**config.mk**
```make
export PLATFORM = sky130hd
export DESIGN_NAME = keypad_debounce_autorepeat_unit_flat
export DESIGN_NICKNAME = d
export VERILOG_FILES = /design/src/rtl/core/kda_pkg.sv /design/src/rtl/core/kda_if.sv /design/src/rtl/core/kda_history.sv /design/src/rtl/core/kda_lane.sv /design/src/rtl/core/kda_out_buffer.sv /design/src/rtl/core/keypad_debounce_autorepeat_unit.sv /design/src/flat_wrapper.sv
export SDC_FILE = /design/constraint.sdc
export NUM_CORES = 2
export LEC_CHECK = 0
export BUFFER_PORTS_ARGS = -buffer_cell sky130_fd_sc_hd__buf_2
export CAP_MARGIN = 25
export CELL_PAD_IN_SITES_DETAIL_PLACEMENT = 2
export CELL_PAD_IN_SITES_GLOBAL_PLACEMENT = 2
export CORE_AREA = 2 2 374 562
export CTS_CLUSTER_DIAMETER = 60
export DETAILED_ROUTE_END_ITERATION = 8
export DIE_AREA = 0 0 376 564
export PLACE_DENSITY_LB_ADDON = 0.15
export SYNTH_ARGS = -nofsm -noshare
export SYNTH_HDL_FRONTEND = slang
export SYNTH_SLANG_ARGS = --single-unit
export TNS_END_PERCENT = 5
```
**constraint.sdc**
```tcl
create_clock -name clk -period 13.46 [get_ports clk]
set_input_delay 2.692 -clock clk [delete_from_list [all_inputs] [get_ports clk]]
set_output_delay 2.692 -clock clk [all_outputs]
set_load 0.005 [all_outputs]
```
**src/rtl/core/kda_pkg.sv**
```systemverilog
package kda_pkg;

  localparam int SCAN_W     = 24;
  localparam int TIME_W     = 32;
  localparam int DELAY_W    = 16;
  localparam int STATUS_W   = 44;
  localparam int PHASE_W    = 2;
  // Keys that fit in the status word.
  localparam int STATUS_KEYS = STATUS_W / PHASE_W;

  localparam logic [DELAY_W-1:0] DELAY_RESET = 16'd420;

  localparam int MAP_SIZE = 24;
  localparam logic [7:0] NO_KEY = 8'hFF;

  // Key number for each matrix position; NO_KEY marks a position without a key.
  localparam logic [7:0] POS_TO_KEY [MAP_SIZE] = '{
    8'd2,  8'd0,  8'd3,  8'd6,
    8'd8,  8'd1,  8'd9,  8'd5,
    8'd10, 8'd11, 8'd12, 8'd7,
    8'd13, 8'd14, 8'd15, 8'd4,
    8'd16, 8'd17, 8'd18, NO_KEY,
    8'd20, 8'd19, 8'd21, NO_KEY
  };

  typedef enum logic [PHASE_W-1:0] {
    PHASE_RELEASED = 2'd0,
    PHASE_PRESSED  = 2'd1,
    PHASE_REPEAT   = 2'd2
  } phase_t;

  typedef struct packed {
    logic [SCAN_W-1:0]   debounced_bits;
    logic [STATUS_W-1:0] key_status;
  } result_t;

  // Matrix position that drives a key, or -1 when the map has none.
  function automatic int key_position(input int key);
    int pos;
    pos = -1;
    for (int i = MAP_SIZE - 1; i >= 0; i--) begin
      if (int'(POS_TO_KEY[i]) == key) begin
        pos = i;
      end
    end
    return pos;
  endfunction

endpackage

```
**src/rtl/core/kda_if.sv**
```systemverilog
interface kda_in_if import kda_pkg::*; ();
  logic              valid;
  logic              ready;
  logic [SCAN_W-1:0] scan_bits;
  logic [TIME_W-1:0] now_ms;

  modport source (output valid, output scan_bits, output now_ms, input ready);
  modport sink   (input valid, input scan_bits, input now_ms, output ready);
endinterface

interface kda_out_if import kda_pkg::*; ();
  logic                valid;
  logic                ready;
  logic [SCAN_W-1:0]   debounced_bits;
  logic [STATUS_W-1:0] key_status;

  modport source (output valid, output debounced_bits, output key_status, input ready);
  modport sink   (input valid, input debounced_bits, input key_status, output ready);
endinterface

```
**src/rtl/core/kda_history.sv**
```systemverilog
module kda_history #(
  parameter int DEPTH = 4,
  parameter int WIDTH = 24
) (
  input  logic             clk,
  input  logic             rst,
  input  logic             accept,
  input  logic [WIDTH-1:0] sample,
  output logic [WIDTH-1:0] down_next
);

  localparam int PTR_W = $clog2(DEPTH);

  logic [WIDTH-1:0] history [DEPTH];
  logic [PTR_W-1:0] pointer;

  // The slot about to be overwritten is left out; the new sample takes its place.
  always_comb begin
    down_next = sample;
    for (int i = 0; i < DEPTH; i++) begin
      if (pointer != PTR_W'(i)) begin
        down_next = down_next | history[i];
      end
    end
  end

  always_ff @(posedge clk) begin
    if (rst) begin
      pointer <= '0;
      for (int i = 0; i < DEPTH; i++) begin
        history[i] <= '0;
      end
    end else if (accept) begin
      history[pointer] <= sample;
      if (pointer == PTR_W'(DEPTH - 1)) begin
        pointer <= '0;
      end else begin
        pointer <= pointer + 1'b1;
      end
    end
  end

endmodule

```
**src/rtl/core/kda_lane.sv**
```systemverilog
module kda_lane import kda_pkg::*; (
  input  logic                clk,
  input  logic                rst,
  input  logic                enable,
  input  logic                down,
  input  logic [TIME_W-1:0]   now_ms,
  input  logic [DELAY_W-1:0]  repeat_delay_ms,
  output phase_t              phase_next
);

  phase_t            phase;
  logic [TIME_W-1:0] stamp;
  logic [TIME_W-1:0] held;

  assign held = now_ms - stamp;

  always_comb begin
    phase_next = phase;
    if (enable) begin
      if (!down) begin
        phase_next = PHASE_RELEASED;
      end else begin
        unique case (phase)
          PHASE_PRESSED: begin
            if (held > TIME_W'(repeat_delay_ms)) begin
              phase_next = PHASE_REPEAT;
            end
          end
          default: phase_next = PHASE_PRESSED;
        endcase
      end
    end
  end

  always_ff @(posedge clk) begin
    if (rst) begin
      phase <= PHASE_RELEASED;
      stamp <= '0;
    end else begin
      phase <= phase_next;
      if (enable && down && phase == PHASE_RELEASED) begin
        stamp <= now_ms;
      end
    end
  end

endmodule

```
**src/rtl/core/kda_out_buffer.sv**
```systemverilog
module kda_out_buffer import kda_pkg::*; (
  input  logic    clk,
  input  logic    rst,
  input  logic    push,
  input  result_t push_data,
  output logic    has_room,
  kda_out_if.source result
);

  result_t    slot [2];
  logic       wptr;
  logic       rptr;
  logic [1:0] count;
  logic       pop;

  assign has_room = (count != 2'd2);
  assign pop      = result.valid && result.ready;

  assign result.valid          = (count != 2'd0);
  assign result.debounced_bits = slot[rptr].debounced_bits;
  assign result.key_status     = slot[rptr].key_status;

  always_ff @(posedge clk) begin
    if (push) begin
      slot[wptr] <= push_data;
    end
  end

  always_ff @(posedge clk) begin
    if (rst) begin
      wptr  <= 1'b0;
      rptr  <= 1'b0;
      count <= 2'd0;
    end else begin
      if (push) begin
        wptr <= ~wptr;
      end
      if (pop) begin
        rptr <= ~rptr;
      end
      unique case ({push, pop})
        2'b10:   count <= count + 2'd1;
        2'b01:   count <= count - 2'd1;
        default: count <= count;
      endcase
    end
  end

endmodule

```
**src/rtl/core/keypad_debounce_autorepeat_unit.sv**
```systemverilog
// Keypad debounce and auto-repeat. Every beat on the scan channel carries one
// full matrix sample and the millisecond time; every such beat yields exactly one
// result beat with the debounced matrix and the two-bit state of every key
// (0 released, 1 pressed, 2 repeat). It takes one scan per clock cycle while its
// two-entry output queue has room. Each result is queued as its scan is taken and
// can leave in the cycle after, so a stalled sink holds back the scan channel
// only once two results are waiting. All key lanes update in the cycle a scan is
// taken: one 32-bit subtract and compare each. The user must write the repeat
// delay via cfg_wr_en and cfg_wr_data while idle; the block does not check it.
module keypad_debounce_autorepeat_unit import kda_pkg::*; #(
  parameter int HISTORY_DEPTH  = 4,
  parameter int MATRIX_COLUMNS = 4,
  parameter int MATRIX_ROWS    = 6,
  parameter int KEY_COUNT      = 22
) (
  input  logic               clk,
  input  logic               rst,
  input  logic               cfg_wr_en,
  input  logic [DELAY_W-1:0] cfg_wr_data,
  kda_in_if.sink             scan,
  kda_out_if.source          result
);

  // Positions beyond the scan word never see a set bit, so they are not stored.
  localparam int POSITIONS = MATRIX_COLUMNS * MATRIX_ROWS;
  localparam int POS_W     = (POSITIONS < SCAN_W) ? POSITIONS : SCAN_W;
  // Only keys that appear in the status word need a lane.
  localparam int LANES     = (KEY_COUNT < STATUS_KEYS) ? KEY_COUNT : STATUS_KEYS;

  logic [DELAY_W-1:0] repeat_delay_ms;
  logic               accept;
  logic               has_room;
  logic [POS_W-1:0]   down_next;
  phase_t             phase_next [LANES];
  result_t            push_data;

  assign scan.ready = has_room;
  assign accept     = scan.valid && has_room;

  always_ff @(posedge clk) begin
    if (rst) begin
      repeat_delay_ms <= DELAY_RESET;
    end else if (cfg_wr_en) begin
      repeat_delay_ms <= cfg_wr_data;
    end
  end

  // The history ring gives the OR of the new scan and the older samples that
  // survive this write, which is the debounced matrix after the beat.
  kda_history #(
    .DEPTH (HISTORY_DEPTH),
    .WIDTH (POS_W)
  ) u_history (
    .clk       (clk),
    .rst       (rst),
    .accept    (accept),
    .sample    (scan.scan_bits[POS_W-1:0]),
    .down_next (down_next)
  );

  // One lane per key. A key whose map position lies outside the matrix is never
  // updated and stays released.
  for (genvar k = 0; k < LANES; k++) begin : g_lane
    localparam int  POS     = key_position(k);
    localparam bit  HAS_POS = (POS >= 0) && (POS < POS_W);
    localparam int  POS_IDX = HAS_POS ? POS : 0;

    kda_lane u_lane (
      .clk             (clk),
      .rst             (rst),
      .enable          (accept && HAS_POS),
      .down            (down_next[POS_IDX]),
      .now_ms          (scan.now_ms),
      .repeat_delay_ms (repeat_delay_ms),
      .phase_next      (phase_next[k])
    );
  end

  // Merge: the lanes' new states are packed with the debounced matrix and queued
  // in the same cycle as the scan is taken. The registered lane states are kept
  // only for the update itself.
  always_comb begin
    push_data.debounced_bits = SCAN_W'(down_next);
    push_data.key_status     = '0;
    for (int k = 0; k < LANES; k++) begin
      push_data.key_status[PHASE_W*k +: PHASE_W] = phase_next[k];
    end
  end

  kda_out_buffer u_out_buffer (
    .clk       (clk),
    .rst       (rst),
    .push      (accept),
    .push_data (push_data),
    .has_room  (has_room),
    .result    (result)
  );

endmodule

```
**src/flat_wrapper.sv**
```systemverilog
// flat-port wrapper written by rule: the top's interface ports become plain ports
module keypad_debounce_autorepeat_unit_flat import kda_pkg::*;
#(
  parameter int HISTORY_DEPTH  = 4,
  parameter int MATRIX_COLUMNS = 4,
  parameter int MATRIX_ROWS    = 6,
  parameter int KEY_COUNT      = 22
)
  (clk, rst, cfg_wr_en, cfg_wr_data, scan_valid, scan_scan_bits, scan_now_ms, scan_ready, result_valid, result_debounced_bits, result_key_status, result_ready);
  kda_in_if scan_i ();
  kda_out_if result_i ();
  input  logic clk;
  input  logic rst;
  input  logic cfg_wr_en;
  input  logic [DELAY_W-1:0] cfg_wr_data;
  input wire logic [$bits(scan_i.valid)-1:0] scan_valid;
  input wire logic [$bits(scan_i.scan_bits)-1:0] scan_scan_bits;
  input wire logic [$bits(scan_i.now_ms)-1:0] scan_now_ms;
  output wire logic [$bits(scan_i.ready)-1:0] scan_ready;
  output wire logic [$bits(result_i.valid)-1:0] result_valid;
  output wire logic [$bits(result_i.debounced_bits)-1:0] result_debounced_bits;
  output wire logic [$bits(result_i.key_status)-1:0] result_key_status;
  input wire logic [$bits(result_i.ready)-1:0] result_ready;
  assign scan_i.valid = scan_valid;
  assign scan_i.scan_bits = scan_scan_bits;
  assign scan_i.now_ms = scan_now_ms;
  assign scan_ready = scan_i.ready;
  assign result_valid = result_i.valid;
  assign result_debounced_bits = result_i.debounced_bits;
  assign result_key_status = result_i.key_status;
  assign result_i.ready = result_ready;
  keypad_debounce_autorepeat_unit #(.HISTORY_DEPTH(HISTORY_DEPTH), .MATRIX_COLUMNS(MATRIX_COLUMNS), .MATRIX_ROWS(MATRIX_ROWS), .KEY_COUNT(KEY_COUNT)) u_core (.clk(clk), .rst(rst), .cfg_wr_en(cfg_wr_en), .cfg_wr_data(cfg_wr_data), .scan(scan_i), .result(result_i));
endmodule
```
==> impl_metrics.py <==
metrics = {
    "timing": {
        "maxSlewViolCount": 0,
        "min_period_over_period": 0.630,
        "slew_headroom": 0.154,
        "hold_slack_ns": 0.453,
        "worst_pin_slew_ns": 1.27,
        "finalSetupViolCount": 0,
        "finalHoldViolations": 0,
        "rsz0062_at_grt": "false",
        "setup_ws_ns": 4.98,
        "setup_tns_ns": 0,
        "finClkSkew_ns": 0.0627,
        "max_freq_mhz": 118,
        "fin_crit_ns": 8.48,
    },
    "logic_synthesis": {
        "syn-num-nets": 12700,
        "synth_seq_cells": 1003,
        "synth_area_sq_um": 86600,
        "synth_area_leader_cell": "dfxtp_1",
        "ys_warn_count": 0,
        "synthTopCellsByArea": "dfxtp_1, ha_1, a21oi_1",
        "ys_types": 102,
        "async_flop_share": 0,
        "synth_ff_type": "dfxtp_1",
        "syn_area_per_cell_sq_um": 7.49,
        "synthCells": 11600,
        "synth_top_cell_area_share": 0.178,
        "yosysSeqAreaShare": 0.259,
        "synth_edf_count": 232,
    },
    "power_and_ir_drop": {
        "internal-power_w": 0.00854,
        "peakVddDrop_mv": 0.156,
        "finalPower_w": 0.0152,
        "comb_power_share": 0.483,
        "p_clk_frac": 0.265,
        "netSwitchingPower_w": 0.00662,
        "p_leak_nw": 37.4,
        "p_seq_frac": 0.252,
        "swShare": 0.437,
        "power.density_nw_per_um2": 160,
    },
    "routing": {
        "wl_per_cell_um": 26.8,
        "avgViaCountPerCell": 6.20,
        "drt_wl_total_um": 382000,
        "ant_nets": 0,
        "drc_errors": 0,
        "dr_total_vias": 88300,
        "drt_pass1_iterations": 5,
        "drtIter0Drc": 4419,
    },
    "clocking": {
        "cts_buffers": 145,
        "htreeDepth": 4,
        "cts_tree": "done",
        "cts_setup_buffers": 0,
        "cts.repair.resized": 0,
        "clockRootBuffer": "clkbuf_16",
        "clk_pin_slew_worst_paths_ns": 0.06,
        "clockBufferDepth": 4,
        "clk_latency_ns": 0.86,
        "cts.sinks": 1003,
        "cts_hold_buf": 0,
    },
    "setup_path": {
        "critPathMaxFanout": 13,
        "crit_start": "scan_now_ms[0]",
        "critPathRequiredTime_ns": 14.02,
        "start_kind": "primary input",
        "r2r_start": "u_core.g_lane[12].u_lane.stamp[1]",
        "setup.worst_path.class": "primary input to flip-flop",
        "end_kind": "flip-flop",
        "critPathArrivalTime_ns": 9.04,
    },
    "global_routing": {
        "grt_pass1_wl_um": 580000,
        "antenna_found_initial": 18,
        "overflow": 0,
        "grt_max_degree": 194,
        "grt_util_all_layers": 0.350,
        "grt_pass1_vias": 97800,
    },
    "run": {
        "drv_cap": 0,
    },
    "worst_hold_path": {
        "min-delay-start": "u_core.g_lane[14].u_lane.stamp[13]",
        "hold_path.class": "flip-flop to flip-flop",
    },
    "die": {
        "die_x_um": 376,
        "ios": 147,
        "die_area_sq_um": 212000,
        "die_h_um": 564,
        "row_count": 205,
        "core_sq_um": 207000,
        "initial_core_util": 0.418,
    },
    "placement": {
        "place_inst": 14000,
        "dp_slack_ns": 4.29,
        "hpwlAfterDp_um": 272000,
        "gp_congestion": 0.921,
        "portBuffers": 146,
    },
    "layout": {
        "final_nets": 12600,
        "area_growth_pct": 9.49,
        "layout_commonest_cell": "nand2_1",
        "stdcell_count": 14200,
        "layout_common_cells": "nand2_1, a21oi_1, ha_1, inv_1, dfxtp_1",
        "drive_gt1_frac": 0.0642,
    },
    "status": {
        "outcome": "finished clean",
    },
}
==> power by group through the flow <==
stage,sequential [W],clock (W),combinational [W]
final,0.00383,0.00401,0.00733
after global routing,0.00387,0.00418,0.00806
after CTS,0.00382,0.00409,0.00729
after detailed placement,0.00388,0,0.00717
after global placement,0.00383,0,0.00674
after floorplan,0.00378,0,0.00493
==> cell type report <==
class	count	area [sq um]
fillers	23800	112000
well taps	2691	3370
clock buffers	171	3890
flip-flops and latches	1003	22400
inverters	874	3280
diodes	8	20.0
clock inverters	83	931
repair buffers	295	2010
multi-input cells	9110	58900
==> path summary, 6_finish.rpt <==
path | endpoint | slack [ns] | cells past startpoint
hold / removal | u_core.g_lane[14].u_lane.stamp[13] | 0.45 | 2
hold reg to reg | u_core.g_lane[14].u_lane.stamp[13] | 0.45 | 2
setup / recovery | u_core.u_out_buffer.slot[1][25] | 4.98 | 26
setup reg to reg | u_core.u_out_buffer.slot[1][25] | 7.31 | 24
==> per-stage QoR <==
step / utilization / cell area [sq um]
floorplan: - / 86600
global placement: 0.434 / 90000
detailed placement: 0.434 / 90000
CTS: 0.457 / 94800
global route: 0.458 / 94800
finish: 0.458 / 94800
==> cells in the mapped netlist (all sizes together) (72+ instances only) <==
cell / count
o211ai: 97
xor2: 159
o21ai: 489
ha: 1039
a31oi: 72
clkbuf: 544
a211oi: 106
nor2: 539
a21o: 342
o21a: 140
nor3: 151
mux2: 82
inv: 873
nand2b: 121
nand2: 2070
edfxtp: 232
nand3: 205
xnor2: 306
nor2b: 121
and2: 146
o21bai: 72
and3: 117
dfxtp: 771
nand4: 209
a21oi: 1581
==> registers in the layout, indices dropped and copies added (netlist names), named ones only <==
register / count
u_core.u_out_buffer.wptr: 1
u_core.g_lane.u_lane.phase: 44
u_core.u_out_buffer.rptr: 1
u_core.u_history.history: 96
u_core.u_history.pointer: 2
u_core.u_out_buffer.slot: 136
u_core.g_lane.u_lane.stamp: 704
u_core.repeat_delay_ms: 16
u_core.u_out_buffer.count: 2
==> routing by layer <==
metal,vias to the layer above,track usage,wire length [um]
met2,1912,0.641,191000
met3,1026,0.0420,15400
li1,40700,-,-
met5,-,0,43
met4,8,0.208,25900
met1,44600,0.386,149000
==> cells by family (layout without fill, tap and decap cells) <==
group / after synthesis / after routing / synth area share
AND/OR/NAND/NOR: 3972 / 3972 / 0.209
AO/OA/AOI/OAI: 3478 / 3478 / 0.250
buffers and inverters: 1450 / 1423 / 0.0630
adder cells (fa/ha/maj): 1061 / 1061 / 0.155
flip-flops: 1003 / 1003 / 0.259
XOR/XNOR: 465 / 465 / 0.0470
multiplexers: 134 / 134 / 0.0167
other: 0 / 8 / 0
==> critical path, stage by stage <==
cell and delay (ns):
buf_2 0.19, inv_2 0.35, buf_4 0.46, ha_1 0.27, nor2b_1 0.08, o31a_1 0.26, o21ai_0 0.37, nand2_1 0.19
nand3_1 0.14, nand2_1 0.09, a21o_1 0.20, a21oi_1 0.21, o21ai_0 0.13, a21oi_1 0.19, xnor2_1 0.10, ha_1 0.30
nand4_1 0.13, or4_1 0.56, or4_1 0.51, a21oi_1 0.20, o2111ai_1 0.13, nor4_1 0.20, o2111ai_1 0.15, nor4_1 0.56
a21o_1 0.25, nand2_1 0.08
(Power assumes the default switching activity.)
